[src/tte_pkg.sv]
// Shared types and constants for the tap tempo estimator core.
// No dependencies; imported by the controller, datapath and top level.
package tte_pkg;

   localparam int CountWidth = 16;
   localparam int KnobWidth  = 12;
   localparam int FreqWidth  = 24;
   localparam int CfgWidth   = 16;
   localparam int DivSteps   = 32;
   localparam int StepWidth  = $clog2(DivSteps);

   localparam logic [FreqWidth-1:0] FreqMax = '1;
   localparam logic [7:0] WeightOld = 8'd154;
   localparam logic [7:0] WeightNew = 8'd102;

   localparam logic [CfgWidth-1:0]  ResetBlocksPerSecond = 16'd12000;
   localparam logic [CfgWidth-1:0]  ResetMinCount        = 16'd343;
   localparam logic [CfgWidth-1:0]  ResetMaxCount        = 16'd36036;
   localparam logic [KnobWidth-1:0] ResetKnobDeadband    = 12'd205;

   typedef enum logic [1:0] {
      CSR_BLOCKS_PER_SECOND = 2'd0,
      CSR_MIN_COUNT         = 2'd1,
      CSR_MAX_COUNT         = 2'd2,
      CSR_KNOB_DEADBAND     = 2'd3
   } csr_index_type;

   typedef enum logic [1:0] {
      ST_IDLE,
      ST_EVAL,
      ST_DIV,
      ST_FIN
   } state_type;

   typedef struct packed {
      logic load;
      logic div_step;
      logic commit;
   } cmd_type;

   typedef struct packed {
      logic need_div;
      logic out_free;
   } status_type;

endpackage

[src/tte_ctrl.sv]
// Sequencer for the tap tempo estimator: accept, evaluate, divide, commit.
// Depends on tte_pkg.
module tte_ctrl import tte_pkg::*; (
   input  logic       clock,
   input  logic       reset,
   input  logic       req_tvalid,
   output logic       req_tready,
   input  status_type status,
   output cmd_type    cmd
);

   state_type             state_ff, state_in;
   logic [StepWidth-1:0]  step_ff, step_in;

   always_ff @(posedge clock) begin
      if (reset) begin
         state_ff <= ST_IDLE;
         step_ff  <= '0;
      end else begin
         state_ff <= state_in;
         step_ff  <= step_in;
      end
   end

   always_comb begin
      state_in   = state_ff;
      step_in    = step_ff;
      cmd        = '0;
      req_tready = 1'b0;
      unique case (state_ff)
         ST_IDLE: begin
            req_tready = 1'b1;
            if (req_tvalid) begin
               cmd.load = 1'b1;
               state_in = ST_EVAL;
            end
         end
         ST_EVAL: begin
            step_in = '0;
            if (status.need_div) begin
               state_in = ST_DIV;
            end else begin
               state_in = ST_FIN;
            end
         end
         ST_DIV: begin
            cmd.div_step = 1'b1;
            step_in      = step_ff + 1'b1;
            if (step_ff == StepWidth'(DivSteps - 1)) begin
               state_in = ST_FIN;
            end
         end
         ST_FIN: begin
            if (status.out_free) begin
               cmd.commit = 1'b1;
               state_in   = ST_IDLE;
            end
         end
         default: state_in = ST_IDLE;
      endcase
   end

endmodule

[src/tte_datapath.sv]
// Datapath: settings, tempo state, restoring divider, blend and result register.
// Depends on tte_pkg.
module tte_datapath import tte_pkg::*; (
   input  logic                 clock,
   input  logic                 reset,
   input  logic                 csr_we,
   input  logic [1:0]           csr_addr,
   input  logic [CfgWidth-1:0]  csr_wdata,
   input  logic [15:0]          req_tdata,
   output logic                 rsp_tvalid,
   input  logic                 rsp_tready,
   output logic [31:0]          rsp_tdata,
   input  cmd_type              cmd,
   output status_type           status
);

   logic [CfgWidth-1:0]   bps_ff, min_ff, max_ff;
   logic [KnobWidth-1:0]  deadband_ff;

   logic [CountWidth-1:0] tick_ff, tick_in;
   logic                  tapping_ff, tapping_in;
   logic                  averaging_ff, averaging_in;
   logic                  mode_ff, mode_in;
   logic [FreqWidth-1:0]  freq_ff, freq_in;
   logic [KnobWidth-1:0]  last_knob_ff, last_knob_in;

   logic                  tap_ff;
   logic [KnobWidth-1:0]  knob_ff;
   logic [CountWidth-1:0] cnt_ff;

   logic [CountWidth:0]   rem_ff;
   logic [31:0]           quo_ff;

   logic                  rsp_valid_ff;
   logic [31:0]           rsp_data_ff;

   logic [CountWidth:0]   rem_shift;
   logic                  q_bit;
   logic                  accept;
   logic [FreqWidth-1:0]  new_freq;
   logic [31:0]           mix;
   logic [KnobWidth:0]    diff;

   always_ff @(posedge clock) begin
      if (reset) begin
         bps_ff      <= ResetBlocksPerSecond;
         min_ff      <= ResetMinCount;
         max_ff      <= ResetMaxCount;
         deadband_ff <= ResetKnobDeadband;
      end else if (csr_we) begin
         unique case (csr_index_type'(csr_addr))
            CSR_BLOCKS_PER_SECOND: bps_ff      <= csr_wdata;
            CSR_MIN_COUNT:         min_ff      <= csr_wdata;
            CSR_MAX_COUNT:         max_ff      <= csr_wdata;
            CSR_KNOB_DEADBAND:     deadband_ff <= csr_wdata[KnobWidth-1:0];
            default: ;
         endcase
      end
   end

   // input latch and divider
   assign rem_shift = {rem_ff[CountWidth-1:0], quo_ff[31]};
   assign q_bit     = rem_shift >= {1'b0, cnt_ff};

   always_ff @(posedge clock) begin
      if (cmd.load) begin
         tap_ff  <= req_tdata[0];
         knob_ff <= req_tdata[KnobWidth:1];
         cnt_ff  <= tick_ff + 1'b1;
         rem_ff  <= '0;
         quo_ff  <= {bps_ff, 16'h0000};
      end else if (cmd.div_step) begin
         rem_ff  <= q_bit ? rem_shift - {1'b0, cnt_ff} : rem_shift;
         quo_ff  <= {quo_ff[30:0], q_bit};
      end
   end

   assign accept   = tapping_ff && tap_ff && (cnt_ff > min_ff);
   assign new_freq = (quo_ff[31:24] != 8'h00) ? FreqMax : quo_ff[FreqWidth-1:0];
   assign mix      = 32'(WeightOld * freq_ff) + 32'(WeightNew * new_freq);

   always_comb begin
      tick_in      = tick_ff;
      tapping_in   = tapping_ff;
      averaging_in = averaging_ff;
      mode_in      = mode_ff;
      freq_in      = freq_ff;
      last_knob_in = last_knob_ff;
      if (tapping_ff) begin
         tick_in = cnt_ff;
         if (accept) begin
            freq_in      = averaging_ff ? mix[31:8] : new_freq;
            averaging_in = 1'b1;
            mode_in      = 1'b1;
            tick_in      = '0;
         end else if (cnt_ff == max_ff) begin
            tick_in      = '0;
            tapping_in   = 1'b0;
            averaging_in = 1'b0;
         end
      end else if (tap_ff) begin
         tapping_in = 1'b1;
      end
      diff = (knob_ff > last_knob_ff) ? {1'b0, knob_ff} - {1'b0, last_knob_ff}
                                      : {1'b0, last_knob_ff} - {1'b0, knob_ff};
      if (!mode_in) begin
         last_knob_in = knob_ff;
      end else if (diff > {1'b0, deadband_ff}) begin
         mode_in = 1'b0;
      end
   end

   always_ff @(posedge clock) begin
      if (reset) begin
         tick_ff      <= '0;
         tapping_ff   <= 1'b0;
         averaging_ff <= 1'b0;
         mode_ff      <= 1'b0;
         freq_ff      <= '0;
         last_knob_ff <= '0;
      end else if (cmd.commit) begin
         tick_ff      <= tick_in;
         tapping_ff   <= tapping_in;
         averaging_ff <= averaging_in;
         mode_ff      <= mode_in;
         freq_ff      <= freq_in;
         last_knob_ff <= last_knob_in;
      end
   end

   always_ff @(posedge clock) begin
      if (reset) begin
         rsp_valid_ff <= 1'b0;
      end else if (cmd.commit) begin
         rsp_valid_ff <= 1'b1;
      end else if (rsp_tready) begin
         rsp_valid_ff <= 1'b0;
      end
   end

   always_ff @(posedge clock) begin
      if (cmd.commit) begin
         rsp_data_ff <= {5'b00000, accept, tapping_in, mode_in, freq_in};
      end
   end

   assign rsp_tvalid      = rsp_valid_ff;
   assign rsp_tdata       = rsp_data_ff;
   assign status.need_div = accept;
   assign status.out_free = !rsp_valid_ff || rsp_tready;

endmodule

[src/tap_tempo_estimator_core.sv]
// Top level of the tap tempo estimator: controller plus datapath.
// Depends on tte_pkg, tte_ctrl and tte_datapath.
//
//  channel  dir  ports                       payload
//  req      in   req_tvalid/tready/tdata     tap_edge, knob_pos
//  rsp      out  rsp_tvalid/tready/tdata     tap_freq, use_tap, is_tapping, new_tempo
//  csr      in   csr_we/addr/wdata           four settings, index 0..3
//
// A tick goes through accept, evaluate and finish, with a 32-step restoring divider in between when a tap is accepted.
// One tick at a time; the next is taken while the previous result waits in rsp.
// The result is committed only once the output register is free.
// Synchronous reset restores the settings and clears all tempo state.
module tap_tempo_estimator_core import tte_pkg::*; (
   input  logic                clock,
   input  logic                reset,
   input  logic                csr_we,
   input  logic [1:0]          csr_addr,
   input  logic [CfgWidth-1:0] csr_wdata,
   input  logic                req_tvalid,
   output logic                req_tready,
   input  logic [15:0]         req_tdata,   // tap_edge, knob_pos[11:0], pad
   output logic                rsp_tvalid,
   input  logic                rsp_tready,
   output logic [31:0]         rsp_tdata    // tap_freq[23:0], use_tap, is_tapping, new_tempo, pad
);

   cmd_type    cmd;
   status_type status;

   tte_ctrl u_ctrl (
      .clock      (clock),
      .reset      (reset),
      .req_tvalid (req_tvalid),
      .req_tready (req_tready),
      .status     (status),
      .cmd        (cmd)
   );

   tte_datapath u_datapath (
      .clock      (clock),
      .reset      (reset),
      .csr_we     (csr_we),
      .csr_addr   (csr_addr),
      .csr_wdata  (csr_wdata),
      .req_tdata  (req_tdata),
      .rsp_tvalid (rsp_tvalid),
      .rsp_tready (rsp_tready),
      .rsp_tdata  (rsp_tdata),
      .cmd        (cmd),
      .status     (status)
   );

   a_commit_free: assert property (@(posedge clock) disable iff (reset)
      cmd.commit |-> status.out_free)
      else $error("result committed over a pending transfer");

   a_busy_after_accept: assert property (@(posedge clock) disable iff (reset)
      req_tvalid && req_tready |=> !req_tready)
      else $error("input taken while a tick is in progress");

   a_commit_shows: assert property (@(posedge clock) disable iff (reset)
      cmd.commit |=> rsp_tvalid)
      else $error("committed result not presented");

   a_div_busy: assert property (@(posedge clock) disable iff (reset)
      cmd.div_step |-> !req_tready && !cmd.commit)
      else $error("divider step overlaps accept or commit");

endmodule

[config.mk]
export PLATFORM = sky130hd
export DESIGN_NAME = tap_tempo_estimator_core
export DESIGN_NICKNAME = d
export VERILOG_FILES = /design/src/tte_pkg.sv /design/src/tte_ctrl.sv /design/src/tte_datapath.sv /design/src/tap_tempo_estimator_core.sv
export SDC_FILE = /design/constraint.sdc
export NUM_CORES = 1
export LEC_CHECK = 0
export BUFFER_PORTS_ARGS = -buffer_cell sky130_fd_sc_hd__buf_2
export CAP_MARGIN = 20
export CORE_ASPECT_RATIO = 1.4
export CORE_MARGIN = 8
export CORE_UTILIZATION = 64
export DETAILED_ROUTE_END_ITERATION = 6
export GPL_TIMING_DRIVEN = 0
export PLACE_DENSITY = 0.85
export SYNTH_ARGS = -nofsm -noshare
export SYNTH_HDL_FRONTEND = slang
export SYNTH_SLANG_ARGS = --single-unit
[constraint.sdc]
create_clock -name clock -period 9.2 [get_ports clock]
set_clock_uncertainty 0.1 [all_clocks]
set_input_delay 0 -clock clock [delete_from_list [all_inputs] [get_ports clock]]
set_output_delay 0 -clock clock [all_outputs]
set_load 0.02 [all_outputs]
==> results of run 1 <==
## logic make-up after synthesis
logic type	after synthesis	share of synthesized area, %
compound gates	448	15.2
xor+xnor	124	5.80
fa+ha+maj	330	25.4
buf+inv	384	7.85
flops	227	28.1
mux	63	3.42
other cells	1	0.0200
simple gates	583	14.2
## layout make-up
cell class | count | area (sq um)
well taps | 380 | 475
inverters | 312 | 1170
plain buffers | 72 | 299
clock inverters | 15 | 131
multi-input cells | 1553 | 12000
repair buffers | 104 | 741
clock buffers | 29 | 682
fillers | 2141 | 8220
flip-flops and latches | 227 | 5270
## critical path, delay by kind of cell, from the launching register on
family	cells	cell delay, ns
fa+ha+maj	5	2.04
xor+xnor	2	0.25
simple gates	8	2.27
buf+inv	3	0.39
compound gates	10	2.46
flops	1	0.41
## path summary, 6_finish.rpt
kind / from / endpoint / slack (ns) / depth (start not counted)
max reg2reg: u_datapath.quo_ff[26] / u_datapath.rsp_tdata[17] / 1.06 / 28
min: req_tdata[0] / u_datapath.tap_ff / 0.08 / 2
min reg2reg: u_datapath.min_ff[11] / u_datapath.min_ff[11] / 0.36 / 2
max: u_datapath.quo_ff[26] / u_datapath.rsp_tdata[17] / 1.06 / 28
## per-layer routing
metal  vias to the layer above  routed length [um]
met4                         0                3030
li1                       7578                   -
met3                       195                2550
met2                       563               24800
met5                         -                   0
met1                      7521               17500
## stage by stage
step / hold slack, ns / cells / setup slack [ns] / power [uW]
after floorplan: -0.00113 / 2164 / 2.64 / 5040
after global placement: 0.0759 / 2606 / 1.51 / 5770
after detailed placement: 0.0781 / 2607 / 1.35 / 5940
after CTS: 0.0484 / 2692 / 1.27 / 6970
after global routing: 0.0665 / 2692 / 0.521 / 7620
final: 0.0765 / 2692 / 1.06 / 7050
## what timing repair did
| action | CTS | global route |
|---|---|---|
| endpoints found under the hold margin | 78 | 0 |
| buffers inserted | 0 | 0 |
| endpoints found under the setup margin | 0 | 0 |
| hold buffers | 41 | 0 |
## Yosys cell counts, drive strengths merged, types with 29 or more instances
| cell | instances |
|---|---|
| nor2 | 128 |
| xor2 | 53 |
| inv | 311 |
| mux2i | 55 |
| a21o | 58 |
| o21ai | 98 |
| ha | 247 |
| edfxtp | 72 |
| a21oi | 148 |
| nand2 | 233 |
| or2 | 29 |
| nand3 | 75 |
| dfxtp | 155 |
| clkbuf | 53 |
| xnor2 | 71 |
| fa | 83 |
## where the power goes
part / switching (uW) / leakage (uW) / internal [uW]
clock: 440 / 0.000411 / 567
sequential: 106 / 0.00198 / 1180
combinational: 2740 / 0.00777 / 2010
==> metrics.md, run 1 <==
| Metric | Value |
|---|---|
| Avg Synthesized Cell Area | 8.66 sq um |
| Commonest non-fill, non-tap cell in the layout | inv_1 |
| Wire per inst | 17.8 um |
| RePlAce Congestion | 0.930 |
| NumNets Final | 2663 |
| Initial antenna violation count | 0 |
| DR pass1 iterations | 5 |
| GRT busiest layer | met2 |
| Post-route minimum period | 8.14 ns |
| CTS Buf Count | 24 |
| Core ar. | 29000 sq um |
| Reg clk slew, reported paths | 0.07 ns |
| Post-DP Area | 19500 sq um |
| Yosys cell types | 75 |
| Status | finished, final reports clean |
| Setup-failing EPs final | 0 |
| CTS max path bufs | 3 |
| Reg with most FFs | u_datapath.quo_ff |
| Crit start category | register |
| Hold Path Class | in -> reg |
| Synth area leaders | dfxtp_1 17%, ha_1 17%, edfxtp_1 12%, fa_1 8.9%, inv_1 6.2% |
| Row count | 74 |
| H-tree depth | 1 |
| Die footprint | 35000 sq um |
| Post-DR vias/cell | 5.89 |
| Final instance area | 20800 sq um |
| Max Clk Rate | 0.123 GHz |
| Top-area cell type share of the netlist area | 16.6% |
| Yosys reg bits | 227 |
| DRC violations left | 0 |
| Worst-path maximum fanout | 10 |
| Global Route met1 Usage | 27.3% |
| Clk root buf | clkbuf_16 |
| Layout cells sized above 1 | 7.27% |
| Setup TNS Final | 0 ns |
| Post-DP HPWL | 36600 um |
| Hold Vio Cnt, Final | 0 |
| Area leader, netlist | dfxtp_1 |
| Ys flop type | dfxtp_1 |
| Critical Path Sink Type | register |
| Cells after Synth | 2160 |
| First-pass GRT wire length | 78400 um |
| Tightest Pin Transition | 0.977 ns |
| PortBufs | 62 |
| WL final | 47900 um |
| Die H | 218 um |
| Grt total ovfl | 0 |
| FFs w/ async S/R, synth | 0% |
| CTS sink cnt | 227 |
| PwrDens | 339 nW/um^2 |
| Most frequent cells in the layout | 309 x inv_1, 247 x ha_1, 233 x nand2_1 |
| Slowest cell on crit path | nor4_1 |
| M3 GR Usage | 4.09% |
| Vias in the first global route | 16800 |
| Leak | 0.0102 uW |
| Worst EP arrival | 8.36 ns |
| Slew Viols, Final | 0 |
| IO Pins | 73 |
| ANT nets after route | 0 |
| MaxCap Viol Count | 0 |
| Tcrit/Tclk final | 88.5% |
| Worst vdd ir | 298 uV |
| Horiz. Die Dim | 161 um |
| Area growth from synthesis to layout | 10.9% |
| Skew-Pair Late Insertion Delay | 0.54 ns |
| WS Path Type | reg -> reg |
| Post-synth EDFFs | 72 |
| Max FFs per register | 32 |
| CP required | 9.42 ns |
| Unrepaired setup endpoints after global routing | false |
| Routing usage on met2 | 51.5% |
| Diode count | 0 |
| Initial Utilization | 64.6% |
| Final Util | 71.6% |
| Sequential fraction of the synthesis area | 28.1% |
| Largest net degree at the start of global routing | 33 |
| DR vias | 15900 |
| Tot GR Track Use | 27.3% |
| CTS resizes | 0 |
| Cell Area, Synth | 18700 sq um |
| Worst rel slew slack | 34.9% |
| YS warnings | 0 |
| CTS tree | yes |
| Max stage delay on crit path | 0.68 ns |
| Drt initial violations | 955 |
Note: power is estimated with default switching activity, not from simulation.
==> inputs of run 2 (changes only) <==
Settings changed: CORE_UTILIZATION 64 to 60, PLACE_DENSITY 0.85 to 0.81, SKIP_LAST_GASP set to 1.
==> metrics.md, run 2 (same netlist as run 1, synthesis figures left out) <==
| Metric | Value |
|---|---|
| Tightest Pin Transition | 1.05 ns |
| Slowest cell on crit path | nor4_1 |
| Clk root buf | clkbuf_16 |
| Die footprint | 37200 sq um |
| Max stage delay on crit path | 0.63 ns |
| Post-DR vias/cell | 5.79 |
| Setup-failing EPs final | 0 |
| Horiz. Die Dim | 165 um |
| Hold Vio Cnt, Final | 0 |
| CTS tree | yes |
| IO Pins | 73 |
| ANT nets after route | 0 |
| Max layer used | met4 |
| Worst-path maximum fanout | 10 |
| First-pass GRT wire length | 76900 um |
| Unrepaired setup endpoints after global routing | false |
| Reg with most FFs | u_datapath.quo_ff |
| Hold_buf cts | 37 |
| Hold Path Class | in -> reg |
| Tot GR Track Use | 25.5% |
| Register area | 5270 sq um |
| MaxCap Viol Count | 0 |
| Met2 wire length | 24300 um |
| Worst vdd ir | 298 uV |
| Post-route minimum period | 7.97 ns |
| DR vias | 15600 |
| Worst rel slew slack | 29.8% |
| WL final | 47000 um |
| Layout cells sized above 1 | 7.11% |
| CTS max path bufs | 3 |
| Final instance area | 20700 sq um |
| Most frequent cells in the layout | 309 x inv_1, 247 x ha_1, 233 x nand2_1 |
| DRT met1 WL | 17800 um |
| PortBufs | 62 |
| Power Total | 7010 uW |
| Tcrit/Tclk final | 86.6% |
| Leak | 0.0101 uW |
| Skew-Pair Late Insertion Delay | 0.55 ns |
| Number of setup buffers added after CTS | 0 |
| Worst EP arrival | 8.11 ns |
| DRC violations left | 0 |
| CP required | 9.34 ns |
| Wire per inst | 17.4 um |
| Die H | 225 um |
| Row count | 76 |
| Reg2Reg Depth | 28 |
| DR pass1 iterations | 7 |
| Min-Delay Path Depth | 2 |
| Status | finished, final reports clean |
| Setup TNS Final | 0 ns |
| H-tree depth | 1 |
| CTS Buf Count | 24 |
| Initial antenna violation count | 0 |
| Multi-input gate area | 12000 sq um |
| Slew Viols, Final | 0 |
| WS Path Type | reg -> reg |
| Core ar. | 30700 sq um |
| PwrDens | 339 nW/um^2 |
| Post-DP Area | 19500 sq um |
| Vias in the first global route | 16200 |
| Reg clk slew, reported paths | 0.07 ns |
| Area growth from synthesis to layout | 10.6% |
| CTS resizes | 0 |
| Largest net degree at the start of global routing | 33 |
| Placed Cells | 2617 |
| CTS sink cnt | 227 |
| Drt initial violations | 949 |
| WL met3 | 2230 um |
| Crit start category | register |
| Commonest non-fill, non-tap cell in the layout | inv_1 |
| NumNets Final | 2659 |
| Fillers | 2418 |
| Grt total ovfl | 0 |
| Post-DP HPWL | 36500 um |
| Critical Path Sink Type | register |
| Max Clk Rate | 0.125 GHz |
| Post-Layout Cell Count | 2699 |
| Max FFs per register | 32 |
| Initial Utilization | 60.9% |
| RePlAce Congestion | 0.944 |
[run 2: cell types whose count changed in the layout (fill, tap and decap cells not counted), moves of 2 or more]
cell	delta
inv_4	-2
inv_8	-2
clkinvlp_4	+2
clkbuf_8	-2
dlygate4sd3_1	-4
clkbuf_1	+4
[run 2: power by group]
part           switching [uW]  internal [uW]
clock                     430            537
sequential                107           1190
combinational            2740           2010
total                    3280           3730
[run 2: critical path, delay by kind of cell, from the launching register on]
family	cells	cell delay, ns
XOR/XNOR	2	0.38
buffers and inverters	3	0.37
AO/OA/AOI/OAI	11	2.44
flip-flops	1	0.42
AND/OR/NAND/NOR	7	1.92
adder cells (fa/ha/maj)	5	2.04
[run 2: area by class of cell]
class	count	share of cell area, %
timing repair buffer	100	3.39
clock buffer	32	3.36
sequential	227	25.4
buffer	72	1.45
inverter	312	5.66
antenna	1	0.0121
clock inverter	12	0.393
multi-input combinational	1553	57.9
tap	390	2.36
[run 2: final timing paths]
check / from / endpoint / slack, ns
worst min-delay path: reset / u_datapath.freq_ff[17] / 0.06
worst max register to register: u_datapath.quo_ff[31] / u_datapath.rsp_tdata[23] / 1.23
worst max-delay path: u_datapath.quo_ff[31] / u_datapath.rsp_tdata[23] / 1.23
worst min register to register: u_datapath.bps_ff[4] / u_datapath.bps_ff[4] / 0.35
[run 2: per-stage QoR]
step	hold WS, ns	worst slack, ns	util [%]
final	0.0598	1.23	67.4
after global routing	0.0605	0.718	67.4
after CTS	0.0465	1.27	67.4
after detailed placement	0.0783	1.31	63.6
after global placement	0.0761	1.39	63.6
after floorplan	-0.00113	2.64	-
[run 2: routing by layer]
layer	vias up	GRT usage, %
li1	7570	-
met1	7441	27.1
met2	463	47.1
met3	157	3.24
met4	0	14.4
met5	-	0
